**src/cpr_pkg.sv**
```systemverilog
`timescale 1ns / 1ps
// ----------------------------------------------------------------------------
// cpr_pkg
// Types and codes shared by the clock page replacement core and its testbench.
// ----------------------------------------------------------------------------
package cpr_pkg;

  localparam int unsigned FRAME_W = 8;
  localparam int unsigned TABLE_W = 8;
  localparam int unsigned PAGE_W  = 10;
  localparam int unsigned FPP_W   = 7;
  localparam int unsigned CIDX_W  = 8;

  localparam logic OP_ACCESS = 1'b0;
  localparam logic OP_FAULT  = 1'b1;

  localparam logic MODE_PLAIN    = 1'b0;
  localparam logic MODE_ENHANCED = 1'b1;

  localparam logic [CIDX_W-1:0] CFG_MODE = 8'd0;
  localparam logic [CIDX_W-1:0] CFG_FPP  = 8'd1;

  localparam logic             MODE_RESET = MODE_ENHANCED;
  localparam logic [FPP_W-1:0] FPP_RESET  = 7'd4;

  typedef struct packed {
    logic               opcode;
    logic [TABLE_W-1:0] table_id;
    logic [PAGE_W-1:0]  page_number;
    logic [FRAME_W-1:0] frame;
    logic               write_flag;
    logic               memory_full;
  } cpr_in_t;

  typedef struct packed {
    logic [FRAME_W-1:0] assigned_frame;
    logic               replaced;
    logic [TABLE_W-1:0] victim_table;
    logic [PAGE_W-1:0]  victim_page;
    logic               writeback_needed;
    logic               error;
  } cpr_out_t;

  // one resident queue slot
  typedef struct packed {
    logic [TABLE_W-1:0] table_id;
    logic [PAGE_W-1:0]  page_number;
    logic [FRAME_W-1:0] frame;
  } cpr_slot_t;

  typedef enum logic [2:0] {
    S_CLEAR,
    S_IDLE,
    S_DISPATCH,
    S_QRD,
    S_BRD,
    S_EVAL
  } cpr_state_t;

endpackage

```
**src/cpr_ram.sv**
```systemverilog
`timescale 1ns / 1ps
// ----------------------------------------------------------------------------
// cpr_ram
// Generic simple dual-port RAM: one write port, one read port, registered read.
// ----------------------------------------------------------------------------
module cpr_ram #(
  parameter int unsigned WIDTH = 8,
  parameter int unsigned DEPTH = 64
) (
  input  logic                     clk,
  input  logic                     we,
  input  logic [$clog2(DEPTH)-1:0] waddr,
  input  logic [WIDTH-1:0]         wdata,
  input  logic [$clog2(DEPTH)-1:0] raddr,
  output logic [WIDTH-1:0]         rdata
);

  logic [WIDTH-1:0] mem [DEPTH];
  logic [WIDTH-1:0] rdata_r;

  always_ff @(posedge clk) begin
    if (we) begin
      mem[waddr] <= wdata;
    end
    rdata_r <= mem[raddr];
  end

  assign rdata = rdata_r;

endmodule

```
**src/clock_page_replacement_core.sv**
```systemverilog
`timescale 1ns / 1ps
// Access, append and empty-queue items finish in dispatch and strobe out_valid
//   as busy drops; busy is high for one cycle. A replacement adds queue read, bit read and
//   evaluate states per slot examined (plain: at most count+1, enhanced: at most 3*count+1).
// Throughput: one item at a time; start is taken the cycle busy drops.
// Reset: after rst_n releases, the used/modified RAMs are swept, every frame address
//   cleared, with busy high. Results are strobed, never held: the receiver cannot stall.
// ----------------------------------------------------------------------------
// clock_page_replacement_core
// Resident page queue with plain or enhanced second-chance clock replacement.
// ----------------------------------------------------------------------------
module clock_page_replacement_core #(
  parameter int unsigned QUEUE_DEPTH = 64,
  parameter int unsigned FRAME_COUNT = 256
) (
  input  logic                    clk,
  input  logic                    rst_n,
  // command channel
  input  logic                    start,
  output logic                    busy,
  input  cpr_pkg::cpr_in_t        in_data,
  // result channel, one-cycle strobe
  output logic                    out_valid,
  output cpr_pkg::cpr_out_t       out_data,
  // configuration write channel
  input  logic                    cfg_valid,
  output logic                    cfg_ready,
  input  logic [cpr_pkg::CIDX_W-1:0] cfg_index,
  input  logic [cpr_pkg::FPP_W-1:0]  cfg_data
);

  import cpr_pkg::*;

  localparam int unsigned QAW = $clog2(QUEUE_DEPTH);
  localparam int unsigned FAW = $clog2(FRAME_COUNT);
  localparam int unsigned SLOT_W = $bits(cpr_slot_t);
  localparam logic [QAW:0]   DEPTH_W   = (QAW+1)'(QUEUE_DEPTH);
  localparam logic [QAW-1:0] HEAD_LAST = QAW'(QUEUE_DEPTH - 1);
  localparam logic [FAW-1:0] CLR_LAST  = FAW'(FRAME_COUNT - 1);

  // --------------------------------------------------------------------------
  // State
  // --------------------------------------------------------------------------
  cpr_state_t       state_r, state_nxt;
  logic             mode_r, mode_nxt;
  logic [FPP_W-1:0] fpp_r, fpp_nxt;
  logic [QAW-1:0]   head_r, head_nxt;
  logic [QAW:0]     count_r, count_nxt;
  logic [QAW:0]     step_r, step_nxt;     // slots looked at in this pass
  logic             pass_r, pass_nxt;     // enhanced: 0 seeks (0,0), 1 seeks (0,1)
  logic [FAW-1:0]   clr_r, clr_nxt;
  logic             out_valid_r, out_valid_nxt;
  cpr_in_t          in_r, in_nxt;
  cpr_slot_t        ent_r, ent_nxt;       // slot at the clock hand
  logic             inrng_r, inrng_nxt;   // its frame has bits in the RAMs
  cpr_out_t         out_r, out_nxt;

  // RAM ports
  logic             q_we;
  logic [QAW-1:0]   q_waddr, q_raddr;
  cpr_slot_t        q_wdata;
  logic [SLOT_W-1:0] q_rdata;
  logic             u_we, m_we, u_wdata, m_wdata;
  logic [FAW-1:0]   b_waddr, b_raddr;
  logic             u_rdata, m_rdata;

  cpr_ram #(.WIDTH(SLOT_W), .DEPTH(QUEUE_DEPTH)) u_queue (
    .clk, .we(q_we), .waddr(q_waddr), .wdata(q_wdata),
    .raddr(q_raddr), .rdata(q_rdata)
  );

  cpr_ram #(.WIDTH(1), .DEPTH(FRAME_COUNT)) u_used (
    .clk, .we(u_we), .waddr(b_waddr), .wdata(u_wdata),
    .raddr(b_raddr), .rdata(u_rdata)
  );

  cpr_ram #(.WIDTH(1), .DEPTH(FRAME_COUNT)) u_mod (
    .clk, .we(m_we), .waddr(b_waddr), .wdata(m_wdata),
    .raddr(b_raddr), .rdata(m_rdata)
  );

  // --------------------------------------------------------------------------
  // Shared decode
  // --------------------------------------------------------------------------
  cpr_slot_t          q_slot;
  logic [QAW:0]       tail_sum;
  logic [QAW-1:0]     tail;
  logic [QAW-1:0]     head_inc;
  logic [QAW:0]       step_inc;
  logic               pass_end;
  logic               accept;
  logic               lim_hit, do_append, q_empty;
  logic               u_eff, m_eff, victim_hit, clear_used;
  logic [FRAME_W+FAW-1:0] in_fext, q_fext, e_fext;
  logic               in_frng, q_frng;

  assign q_slot   = cpr_slot_t'(q_rdata);
  assign accept   = start && !busy;

  // tail = (head + count) mod depth; the sum stays below twice the depth
  assign tail_sum = {1'b0, head_r} + count_r;
  assign tail     = (tail_sum >= DEPTH_W) ? QAW'(tail_sum - DEPTH_W) : tail_sum[QAW-1:0];
  assign head_inc = (head_r == HEAD_LAST) ? '0 : head_r + QAW'(1);
  assign step_inc = step_r + (QAW+1)'(1);
  assign pass_end = (step_inc == count_r);

  // limit is frames_per_process capped at the queue depth
  assign lim_hit   = (32'(count_r) >= 32'(fpp_r)) || (count_r >= DEPTH_W);
  assign do_append = !in_r.memory_full && !lim_hit;
  assign q_empty   = (count_r == '0);

  // frame number to bit-RAM address; frames past FRAME_COUNT have no bits
  assign in_fext = {{FAW{1'b0}}, in_r.frame};
  assign q_fext  = {{FAW{1'b0}}, q_slot.frame};
  assign e_fext  = {{FAW{1'b0}}, ent_r.frame};
  assign in_frng = (32'(in_r.frame) < FRAME_COUNT);
  assign q_frng  = (32'(q_slot.frame) < FRAME_COUNT);

  assign u_eff = u_rdata && inrng_r;
  assign m_eff = m_rdata && inrng_r;

  always_comb begin
    if (mode_r == MODE_PLAIN) begin
      victim_hit = !u_eff;
    end else if (pass_r) begin
      victim_hit = !u_eff && m_eff;
    end else begin
      victim_hit = !u_eff && !m_eff;
    end
  end

  // plain clock and enhanced second pass take the second chance away
  assign clear_used = !victim_hit && ((mode_r == MODE_PLAIN) || pass_r);

  // --------------------------------------------------------------------------
  // Next state
  // --------------------------------------------------------------------------
  always_comb begin
    state_nxt = state_r;
    unique case (state_r)
      S_CLEAR: begin
        if (clr_r == CLR_LAST) state_nxt = S_IDLE;
      end
      S_IDLE: begin
        if (accept) state_nxt = S_DISPATCH;
      end
      S_DISPATCH: begin
        if (in_r.opcode == OP_FAULT && !do_append && !q_empty) begin
          state_nxt = S_QRD;
        end else begin
          state_nxt = S_IDLE;
        end
      end
      S_QRD:  state_nxt = S_BRD;
      S_BRD:  state_nxt = S_EVAL;
      S_EVAL: state_nxt = victim_hit ? S_IDLE : S_QRD;
      default: state_nxt = S_CLEAR;
    endcase
  end

  // --------------------------------------------------------------------------
  // Datapath and RAM control
  // --------------------------------------------------------------------------
  always_comb begin
    mode_nxt      = mode_r;
    fpp_nxt       = fpp_r;
    head_nxt      = head_r;
    count_nxt     = count_r;
    step_nxt      = step_r;
    pass_nxt      = pass_r;
    clr_nxt       = clr_r;
    out_valid_nxt = 1'b0;
    in_nxt        = in_r;
    ent_nxt       = ent_r;
    inrng_nxt     = inrng_r;
    out_nxt       = out_r;

    q_we    = 1'b0;
    q_waddr = tail;
    q_wdata = ent_r;
    q_raddr = head_r;
    u_we    = 1'b0;
    m_we    = 1'b0;
    u_wdata = 1'b0;
    m_wdata = 1'b0;
    b_waddr = e_fext[FAW-1:0];
    b_raddr = q_fext[FAW-1:0];

    // config beats are taken only while idle
    if (cfg_valid && cfg_ready) begin
      if (cfg_index == CFG_MODE) mode_nxt = cfg_data[0];
      if (cfg_index == CFG_FPP)  fpp_nxt  = cfg_data;
    end

    if (accept) in_nxt = in_data;

    unique case (state_r)
      S_CLEAR: begin
        u_we    = 1'b1;
        m_we    = 1'b1;
        b_waddr = clr_r;
        clr_nxt = clr_r + FAW'(1);
      end
      S_IDLE: begin
      end
      S_DISPATCH: begin
        out_nxt = '0;
        b_waddr = in_fext[FAW-1:0];
        if (in_r.opcode == OP_ACCESS) begin
          u_we          = in_frng;
          u_wdata       = 1'b1;
          m_we          = in_frng && in_r.write_flag;
          m_wdata       = 1'b1;
          out_valid_nxt = 1'b1;
        end else if (do_append) begin
          q_we    = 1'b1;
          q_wdata = '{table_id: in_r.table_id, page_number: in_r.page_number,
                      frame: in_r.frame};
          count_nxt = count_r + (QAW+1)'(1);
          u_we    = in_frng;
          m_we    = in_frng;
          out_nxt.assigned_frame = in_r.frame;
          out_valid_nxt = 1'b1;
        end else if (q_empty) begin
          out_nxt.error = 1'b1;
          out_valid_nxt = 1'b1;
        end else begin
          step_nxt = '0;
          pass_nxt = 1'b0;
        end
      end
      S_QRD: begin
        q_raddr = head_r;
      end
      S_BRD: begin
        // slot at the hand is on the queue read port; fetch its bits
        ent_nxt   = q_slot;
        inrng_nxt = q_frng;
        b_raddr   = q_fext[FAW-1:0];
      end
      S_EVAL: begin
        // pop at the hand, push at the tail; count stays put
        q_we     = 1'b1;
        head_nxt = head_inc;
        b_waddr  = e_fext[FAW-1:0];
        if (victim_hit) begin
          q_wdata = '{table_id: in_r.table_id, page_number: in_r.page_number,
                      frame: ent_r.frame};
          u_we    = inrng_r;
          m_we    = inrng_r;
          out_nxt.assigned_frame   = ent_r.frame;
          out_nxt.replaced         = 1'b1;
          out_nxt.victim_table     = ent_r.table_id;
          out_nxt.victim_page      = ent_r.page_number;
          out_nxt.writeback_needed = m_eff;
          out_valid_nxt = 1'b1;
        end else begin
          q_wdata = ent_r;
          u_we    = inrng_r && clear_used;
          if (pass_end) begin
            step_nxt = '0;
            pass_nxt = !pass_r;
          end else begin
            step_nxt = step_inc;
          end
        end
      end
      default: begin
      end
    endcase
  end

  // --------------------------------------------------------------------------
  // Registers
  // --------------------------------------------------------------------------
  always_ff @(posedge clk) begin
    if (!rst_n) begin
      state_r     <= S_CLEAR;
      mode_r      <= MODE_RESET;
      fpp_r       <= FPP_RESET;
      head_r      <= '0;
      count_r     <= '0;
      step_r      <= '0;
      pass_r      <= 1'b0;
      clr_r       <= '0;
      out_valid_r <= 1'b0;
    end else begin
      state_r     <= state_nxt;
      mode_r      <= mode_nxt;
      fpp_r       <= fpp_nxt;
      head_r      <= head_nxt;
      count_r     <= count_nxt;
      step_r      <= step_nxt;
      pass_r      <= pass_nxt;
      clr_r       <= clr_nxt;
      out_valid_r <= out_valid_nxt;
    end
  end

  always_ff @(posedge clk) begin
    in_r    <= in_nxt;
    ent_r   <= ent_nxt;
    inrng_r <= inrng_nxt;
    out_r   <= out_nxt;
  end

  assign busy      = (state_r != S_IDLE);
  assign cfg_ready = !busy;
  assign out_valid = out_valid_r;
  assign out_data  = out_r;

  // --------------------------------------------------------------------------
  // Assertions
  // --------------------------------------------------------------------------
  a_count_bound: assert property (@(posedge clk) disable iff (!rst_n)
    count_r <= DEPTH_W) else $error("queue count past depth");

  a_head_bound: assert property (@(posedge clk) disable iff (!rst_n)
    32'(head_r) < QUEUE_DEPTH) else $error("clock hand out of range");

  a_eval_nonempty: assert property (@(posedge clk) disable iff (!rst_n)
    state_r == S_EVAL |-> count_r != '0) else $error("victim search on empty queue");

  a_search_count: assert property (@(posedge clk) disable iff (!rst_n)
    state_r == S_EVAL |=> $stable(count_r)) else $error("count moved during search");

  a_strobe_src: assert property (@(posedge clk) disable iff (!rst_n)
    out_valid |-> $past(state_r == S_DISPATCH || state_r == S_EVAL))
    else $error("result strobe without finished item");

endmodule

```
**config.mk**
```make
export PLATFORM = sky130hd
export DESIGN_NAME = clock_page_replacement_core
export DESIGN_NICKNAME = d
export VERILOG_FILES = /design/src/cpr_pkg.sv /design/src/cpr_ram.sv /design/src/clock_page_replacement_core.sv
export SDC_FILE = /design/constraint.sdc
export NUM_CORES = 2
export LEC_CHECK = 0
export BUFFER_PORTS_ARGS = -buffer_cell sky130_fd_sc_hd__clkbuf_2
export CAP_MARGIN = 0
export CORE_MARGIN = 4
export CORE_UTILIZATION = 50
export DETAILED_ROUTE_END_ITERATION = 8
export GPL_TIMING_DRIVEN = 0
export PLACE_DENSITY = 0.65
export SKIP_CTS_REPAIR_TIMING = 1
export SYNTH_ARGS = -nofsm -noshare
export SYNTH_HDL_FRONTEND = slang
export SYNTH_SLANG_ARGS = --single-unit
```
**constraint.sdc**
```tcl
create_clock -name clk -period 18.29 [get_ports clk]
set_clock_uncertainty 0.05 [all_clocks]
set_input_delay 0.9145 -clock clk [delete_from_list [all_inputs] [get_ports clk]]
set_output_delay 0.9145 -clock clk [all_outputs]
set_load 0.02 [all_outputs]
```
**After elaboration in Yosys (flattened, before gate mapping)**

Memories as Yosys holds them, arrays and structs flattened. A register that Yosys moved wholly into a read port is not among the register bits.
Index checks and enable logic that the tools add are counted.

- Input port bits: 48
- Word-level logic and storage cells: 138
- Bits in latches: 0
- Register bits after elaboration: 125
- RAM bits: 2,176
- ROM bits: 0
- Memories kept: 3
- Output and inout bits: 32

- Add/sub/neg operators: 6
- Eq/ne operators: 18
- $mul: 0
- Divide/modulo/power cells: 0
- Bitwise gates (word level): 2
- Reduce and logical (&&, ||, !) cells: 31
- Shifts and indexed selects: 0
- Magnitude comparators: 3
- Mux-type cells: 51

Memories:

| memory | words | width | rd ports | clocked after Yosys merged registers in | wr ports | RTL line | RTL |
|---|---|---|---|---|---|---|---|
| u_queue.mem | 64 | 26 | 1 | 1 | 1 | cpr_ram.sv:18 | `logic [WIDTH-1:0] mem [DEPTH];` |
| u_mod.mem | 256 | 1 | 1 | 1 | 1 | cpr_ram.sv:18 |  |
| u_used.mem | 256 | 1 | 1 | 1 | 1 | cpr_ram.sv:18 |  |

Operators with widths:

| cell | count |
|---|---|
| two-way mux 26 bit | 3 |
| case mux 28 bit (2 select lines) | 1 |
| case mux 26 bit (2 select lines) | 1 |
| two-way mux 7 bit | 5 |
| two-way mux 28 bit | 1 |
| two-way mux 1 bit | 24 |
| case mux 3 bit (6 select lines) | 1 |
| two-way mux 8 bit | 2 |
| != test 2 bit, second input constant | 8 |
| case mux 8 bit (2 select lines) | 1 |
| adder 7 x 1 -> 7 bit, second input constant | 2 |
| >= comparator 7 bit, second input constant | 2 |
| case mux 7 bit (2 select lines) | 1 |
| two-way mux 6 bit | 2 |
| logical NOT 1 bit | 9 |
| adder 8 x 1 -> 8 bit, second input constant | 1 |
| == test 8 x 1 -> 1 bit, second input constant | 1 |
| == test 8 bit, second input constant | 1 |
| logical AND 1 bit | 8 |
| logical NOT 8 bit | 1 |
| AND reduction 2 bit | 4 |
| adder 6 x 7 -> 7 bit | 1 |
| == test 7 bit | 1 |
| >= comparator 7 bit | 1 |
| other kinds (20) | 29 |

**Logic depth before layout (Yosys ltp)**

- Depth in word-level cells: 10
- Depth in mapped cells: 10
- Gate-level depth less buffers: 8

**Modules after synthesis**

A second synthesis with hierarchy kept.

- Cells, all modules: 4,928
- Area total of the unflattened synthesis: 92,148.4 um^2

Modules (own cells, without submodules):

| module | times used | seq. area each (um^2) | area each (um^2) | cells an instance |
|---|---|---|---|---|
| cpr_ram at u_queue | 1 | 50,488.4 | 64,182.8 | 2,841 |
| cpr_ram at u_mod ... | 2 | 7,707.4 | 11,128.2 | 788 |
| clock_page_replacement_core | 1 | 3,343.2 | 5,709.2 | 511 |

**Least setup slack after synthesis**

No wires, ideal clock.

- Kind: register to register
- From: reg state_r[2]
- To: mem u_mod.mem[0], data pin
- Stages on the path, launching flop included: 4
- Data required time: 15.656 ns
- Path buffers: 0
- Arrival time: 12.535 ns
- Setup slack: 3.121 ns
- Clock period less this slack: 15.169 ns
- Setup time: 2.584 ns
- Path through: dfxtp_1 nor2_1 nand2_1 nor2_1

- Longest elaborated chain between the ends: 2

RTL lines:

| item | RTL line | RTL |
|---|---|---|
| from (decl) | clock_page_replacement_core.sv:44 | `cpr_state_t state_r, state_nxt;` |
| from (signal assigned) | clock_page_replacement_core.sv:288 | `state_r <= state_nxt;` |
| == test 3 x 2 -> 1 bit | clock_page_replacement_core.sv:197 | `unique case (state_r)` |
| two-way mux 1 bit | clock_page_replacement_core.sv:197 |  |
| via m_wdata | clock_page_replacement_core.sv:63 | `logic u_we, m_we, u_wdata, m_wdata;` |
| to (decl) | cpr_ram.sv:18 |  |

The timed path passes the listed nets, and every way through them passes these cells.

==> report_table.html <==
<table>
<tr><th>Metric</th><th>Value</th></tr>
<tr><th colspan="2">Logic synthesis</th></tr>
<tr><td>Number of instances in the synthesized netlist</td><td>approximately 4600</td></tr>
<tr><td>Leading post-synthesis cells by cell area</td><td>sky130_fd_sc_hd__edfxtp_1 (73%), sky130_fd_sc_hd__mux4_2 (15%), sky130_fd_sc_hd__a211oi_1 (2.1%)</td></tr>
<tr><td>Cell area after technology mapping</td><td>~93000 um^2</td></tr>
<tr><td>Count of distinct cell types in the synthesized netlist</td><td>58</td></tr>
<tr><td>Cell type contributing the most total cell area after synthesis</td><td>sky130_fd_sc_hd__edfxtp_1</td></tr>
<tr><td>Post-synth top cells</td><td>sky130_fd_sc_hd__edfxtp_1 (2260), sky130_fd_sc_hd__mux4_2 (628), sky130_fd_sc_hd__nor2_1 (337)</td></tr>
<tr><td>Sequential share of the synthesized area</td><td>74.4%</td></tr>
<tr><td>Most frequently used flop master after synthesis</td><td>sky130_fd_sc_hd__edfxtp_1</td></tr>
<tr><td>Number of enable flip-flop cells after synthesis</td><td>2260</td></tr>
<tr><td>YS warnings</td><td>0</td></tr>
<tr><td>Number of flip-flops and latches in the synthesized netlist</td><td>about 2300</td></tr>
<tr><td>Share of flip-flops with an asynchronous set or reset after synthesis</td><td>0%</td></tr>
<tr><td>Average instance area after synthesis</td><td>20.1 um^2</td></tr>
<tr><td>Area share of the largest cell type after synthesis</td><td>72.9%</td></tr>
<tr><td>Top-count cell post-synth</td><td>sky130_fd_sc_hd__edfxtp_1</td></tr>
<tr><td>Synthesized netlist net count</td><td>between 4000 and 5000</td></tr>
<tr><th colspan="2">Detailed routing</th></tr>
<tr><td>Avg WL per Cell</td><td>32.7 um</td></tr>
<tr><td>Number of search-and-repair iterations in the first detailed-routing pass</td><td>6</td></tr>
<tr><td>Detailed-route DRC error count</td><td>0</td></tr>
<tr><td>Count of routing violations after the opening detailed-route iteration</td><td>6225</td></tr>
<tr><td>Count of vias placed by the detailed router</td><td>49200</td></tr>
<tr><td>Vias per cell</td><td>6.28</td></tr>
<tr><td>Post-Route WL</td><td>around 260000 um</td></tr>
<tr><td>Number of nets with antenna violations after detailed routing</td><td>0</td></tr>
<tr><th colspan="2">Power</th></tr>
<tr><td>Net Sw Power</td><td>2.04 mW</td></tr>
<tr><td>Part of the power in registers</td><td>between 50% and 60%</td></tr>
<tr><td>Worst IR drop on VDD</td><td>0.101 mV</td></tr>
<tr><td>PnR Total Power</td><td>10.3 mW</td></tr>
<tr><td>Static Leak</td><td>31.8 nW</td></tr>
<tr><td>Proportion of power drawn by combinational gates</td><td>less than 1%</td></tr>
<tr><td>Total power per unit cell area</td><td>96.4 nW/um^2</td></tr>
<tr><td>Switching Share</td><td>slightly below 20%</td></tr>
<tr><td>Internal power</td><td>8.28 mW</td></tr>
<tr><td>Clock network fraction of design power</td><td>43.7%</td></tr>
<tr><th colspan="2">Worst setup path</th></tr>
<tr><td>Path type of the worst setup path</td><td>reg -&gt; reg</td></tr>
<tr><td>Startpoint type of the worst setup path</td><td>flop</td></tr>
<tr><td>Startpoint of the worst register-to-register path</td><td>u_queue.rdata[1]</td></tr>
<tr><td>Critical path arrival</td><td>5250 ps</td></tr>
<tr><td>Endpoint kind of the worst setup timing path</td><td>flop</td></tr>
<tr><td>Crit path required time</td><td>18920 ps</td></tr>
<tr><td>Largest fanout on the critical path</td><td>10</td></tr>
<tr><td>Start point of the critical path</td><td>u_queue.rdata[1]</td></tr>
<tr><th colspan="2">Floorplanning</th></tr>
<tr><td>Area of the die</td><td>193000 um^2</td></tr>
<tr><td>Horizontal die dimension</td><td>439 um</td></tr>
<tr><td>Vertical die dimension</td><td>439 um</td></tr>
<tr><td>Boundary Pins</td><td>80</td></tr>
<tr><td>Initial standard-cell utilization of the core</td><td>50.2%</td></tr>
<tr><td>Placeable core area</td><td>185000 um^2</td></tr>
<tr><td># rows</td><td>about 160</td></tr>
<tr><th colspan="2">Clocking</th></tr>
<tr><td>CTS buffer count</td><td>226</td></tr>
<tr><td>Clock tree sinks</td><td>~2300</td></tr>
<tr><td>Buffer levels on the longest clock path</td><td>3</td></tr>
<tr><td>Number of levels the H-tree was split into</td><td>4</td></tr>
<tr><td>Clock tree root buffer cell</td><td>sky130_fd_sc_hd__clkbuf_16</td></tr>
<tr><td>Skew-Pair Late Insertion Delay</td><td>870 ps</td></tr>
<tr><td>Clock tree from TritonCTS</td><td>built</td></tr>
<tr><td>Register clock-pin slew on the reported worst setup and hold paths</td><td>60 ps</td></tr>
<tr><th colspan="2">Timing</th></tr>
<tr><td>Maximum clock frequency</td><td>216 MHz</td></tr>
<tr><td>Final Max Slew Viols</td><td>0</td></tr>
<tr><td>Setup tns final</td><td>0 ps</td></tr>
<tr><td>Measured slew at the worst slew-check pin</td><td>1390 ps</td></tr>
<tr><td>Relative slew margins</td><td>under 10%</td></tr>
<tr><td>Shortest clock period the worst path allows after layout</td><td>roughly 4600 ps</td></tr>
<tr><td>Tcrit/Tclk final</td><td>between 20% and 30%</td></tr>
<tr><td>Final setup fails</td><td>0</td></tr>
<tr><td>Unrepaired setup endpoints after global routing</td><td>no</td></tr>
<tr><td>Hold Vio Cnt, Final</td><td>0</td></tr>
<tr><th colspan="2">Run</th></tr>
<tr><td>Maxcap violations</td><td>0</td></tr>
<tr><th colspan="2">Hold path</th></tr>
<tr><td>Class of the most critical hold timing path</td><td>in -&gt; reg</td></tr>
<tr><td>Worst hold start</td><td>in_data[20]</td></tr>
<tr><th colspan="2">GRT</th></tr>
<tr><td>Global-route wire length before repair</td><td>366000 um</td></tr>
<tr><td>Total global routing overflow</td><td>0</td></tr>
<tr><td>GRT Total Usage</td><td>26.7%</td></tr>
<tr><td>Maximum number of pins on one net before global-route repair</td><td>65</td></tr>
<tr><td>Antenna violations before repair</td><td>8</td></tr>
<tr><td>Via count of the first global-routing pass</td><td>49600</td></tr>
<tr><th colspan="2">Finish</th></tr>
<tr><td>Fill cell count</td><td>13500</td></tr>
<tr><td>Fraction of final layout cells with drive strength greater than 1</td><td>26.7%</td></tr>
<tr><td>Final design instance area without fill</td><td>107000 um^2</td></tr>
<tr><td>Synthesis-to-layout area growth</td><td>15.2%</td></tr>
<tr><td>Nets@finish</td><td>5218</td></tr>
<tr><th colspan="2">Run status</th></tr>
<tr><td>Status</td><td>finished, final reports clean</td></tr>
<tr><th colspan="2">Placed design</th></tr>
<tr><td>Post-detailed-placement half-perimeter wirelength</td><td>177000 um</td></tr>
<tr><td>Weighted congestion reported at the end of routability-driven placement</td><td>between 0.9 and 1</td></tr>
<tr><td>Post-Place Cell Area</td><td>about 100000 um^2</td></tr>
<tr><td>Buffers on Ports</td><td>79</td></tr>
</table>
## flip-flops by register name, indices dropped and copies added, names as in the netlist
name / count
clr_r: 8
count_r: 7
e_fext: 8
ent_r: 18
fpp_r: 7
head_r: 6
in_fext: 8
in_r: 21
mode_r: 1
out_data: 29
out_valid: 1
pass_r: 1
state_r: 3
step_r: 7
u_mod.mem: 256
u_mod.rdata: 1
u_queue.mem: 1664
u_queue.rdata: 26
u_used.mem: 256
u_used.rdata: 1
## layer usage
layer	vias to the layer above	GRT usage [%]	part of all wire (%)
met4	6	12.9	5.6
met1	26000	35.0	37
met5	-	0	0.017
met3	543	4.82	7.8
met2	2390	43.7	49
li1	20300	-	-
## final cells by class
class                   instances  area, um^2  area share, %
flip-flops and latches       2329       69200           64.6
diodes                          6        15.0         0.0140
repair buffers                299        3290           3.07
inverters                      18        67.6         0.0630
plain buffers                 346        1560           1.45
clock buffers                 290        6030           5.63
multi-input cells            1932       22700           21.2
well taps                    2480        3100           2.90
clock inverters               130        1110           1.04
## worst paths after layout
kind | cells past startpoint | slack, ps | endpoint
hold / removal | 1 | 170 | in_r[20]
hold reg to reg | 0 | 350 | ent_r[24]
setup / recovery | 9 | 13670 | u_used.rdata
setup reg to reg | 9 | 13670 | u_used.rdata
## power by group through the flow
stage               registers [mW]  clock network (mW)  logic [mW]
floorplan                     5.88                   0      0.0185
global placement              5.88                   0      0.0446
detailed placement            5.88                   0      0.0448
CTS                           5.76                4.56      0.0453
global route                  5.76                4.80      0.0470
finish                        5.76                4.52      0.0459
## critical path: stages (launching register included)
cell and delay [ps]:
sky130_fd_sc_hd__dfxtp_1 340, sky130_fd_sc_hd__buf_4 300, sky130_fd_sc_hd__buf_4 340, sky130_fd_sc_hd__buf_1 1050, sky130_fd_sc_hd__mux2i_1 220, sky130_fd_sc_hd__o22ai_1 240, sky130_fd_sc_hd__nor4_1 90, sky130_fd_sc_hd__o41ai_1 790
sky130_fd_sc_hd__o21ai_0 200, sky130_fd_sc_hd__nor3_1 760
## logic make-up after synthesis
family                   after synthesis  share of synthesized area (%)
flip-flops                          2329                           74.4
multiplexers                         750                           16.5
AND/OR/NAND/NOR                      656                           3.06
AO/OA/AOI/OAI                        471                           3.62
buffers and inverters                364                           1.75
XOR/XNOR                              37                          0.378
adder cells (fa/ha/maj)               18                          0.250
## cells in the final DEF (no fill, tap or decap), types with 10 or more instances in the layout
cell / synthesis / final
sky130_fd_sc_hd__edfxtp_1: 2260 / 2260
sky130_fd_sc_hd__mux4_2: 628 / 628
sky130_fd_sc_hd__nor2_1: 337 / 335
sky130_fd_sc_hd__clkbuf_1: 226 / 281
sky130_fd_sc_hd__a211oi_1: 259 / 259
sky130_fd_sc_hd__clkbuf_16: 0 / 231
sky130_fd_sc_hd__buf_6: 6 / 163
sky130_fd_sc_hd__nand2_1: 126 / 125
sky130_fd_sc_hd__mux2i_1: 114 / 114
sky130_fd_sc_hd__clkbuf_2: 0 / 80
sky130_fd_sc_hd__dfxtp_1: 69 / 69
sky130_fd_sc_hd__nor3_2: 0 / 64
sky130_fd_sc_hd__buf_4: 46 / 57
sky130_fd_sc_hd__clkinv_1: 1 / 52
sky130_fd_sc_hd__clkinv_2: 0 / 43
sky130_fd_sc_hd__o21ai_0: 55 / 37
sky130_fd_sc_hd__buf_1: 36 / 36
sky130_fd_sc_hd__o22ai_1: 34 / 34
sky130_fd_sc_hd__buf_2: 32 / 32
sky130_fd_sc_hd__and3_1: 27 / 27
sky130_fd_sc_hd__buf_12: 0 / 27
sky130_fd_sc_hd__a21oi_1: 24 / 23
sky130_fd_sc_hd__xor2_1: 21 / 21
sky130_fd_sc_hd__nand3_1: 20 / 20
sky130_fd_sc_hd__o21ai_4: 0 / 18
sky130_fd_sc_hd__inv_1: 17 / 17
sky130_fd_sc_hd__o21bai_1: 17 / 17
sky130_fd_sc_hd__ha_1: 17 / 17
sky130_fd_sc_hd__nor3_1: 80 / 16
sky130_fd_sc_hd__a22oi_1: 16 / 16
sky130_fd_sc_hd__a22o_1: 16 / 16
sky130_fd_sc_hd__buf_8: 0 / 15
sky130_fd_sc_hd__nor4_1: 14 / 14
sky130_fd_sc_hd__xnor2_1: 14 / 14
sky130_fd_sc_hd__bufinv_16: 0 / 13
sky130_fd_sc_hd__nor2b_1: 12 / 12
sky130_fd_sc_hd__nand4_1: 12 / 12
sky130_fd_sc_hd__a21o_1: 10 / 10
sky130_fd_sc_hd__buf_16: 0 / 10
## per-stage QoR
| step | hold slack (ps) | utilization, % | worst slack (ps) | cells |
|---|---|---|---|---|
| 2_1_floorplan | 336 | - | 3120 | 4625 |
| 4_1_cts | 104 | 57.8 | 13640 | 7823 |
| 3_3_place_gp | 337 | 52.1 | -5540 | 7184 |
| 3_5_place_dp | 339 | 54.0 | 13660 | 7403 |
| 6_report | 170 | 57.9 | 13670 | 7830 |
| 5_1_grt | 129 | 57.8 | 13510 | 7824 |
No activity file was read; power rests on OpenSTA's default activity.
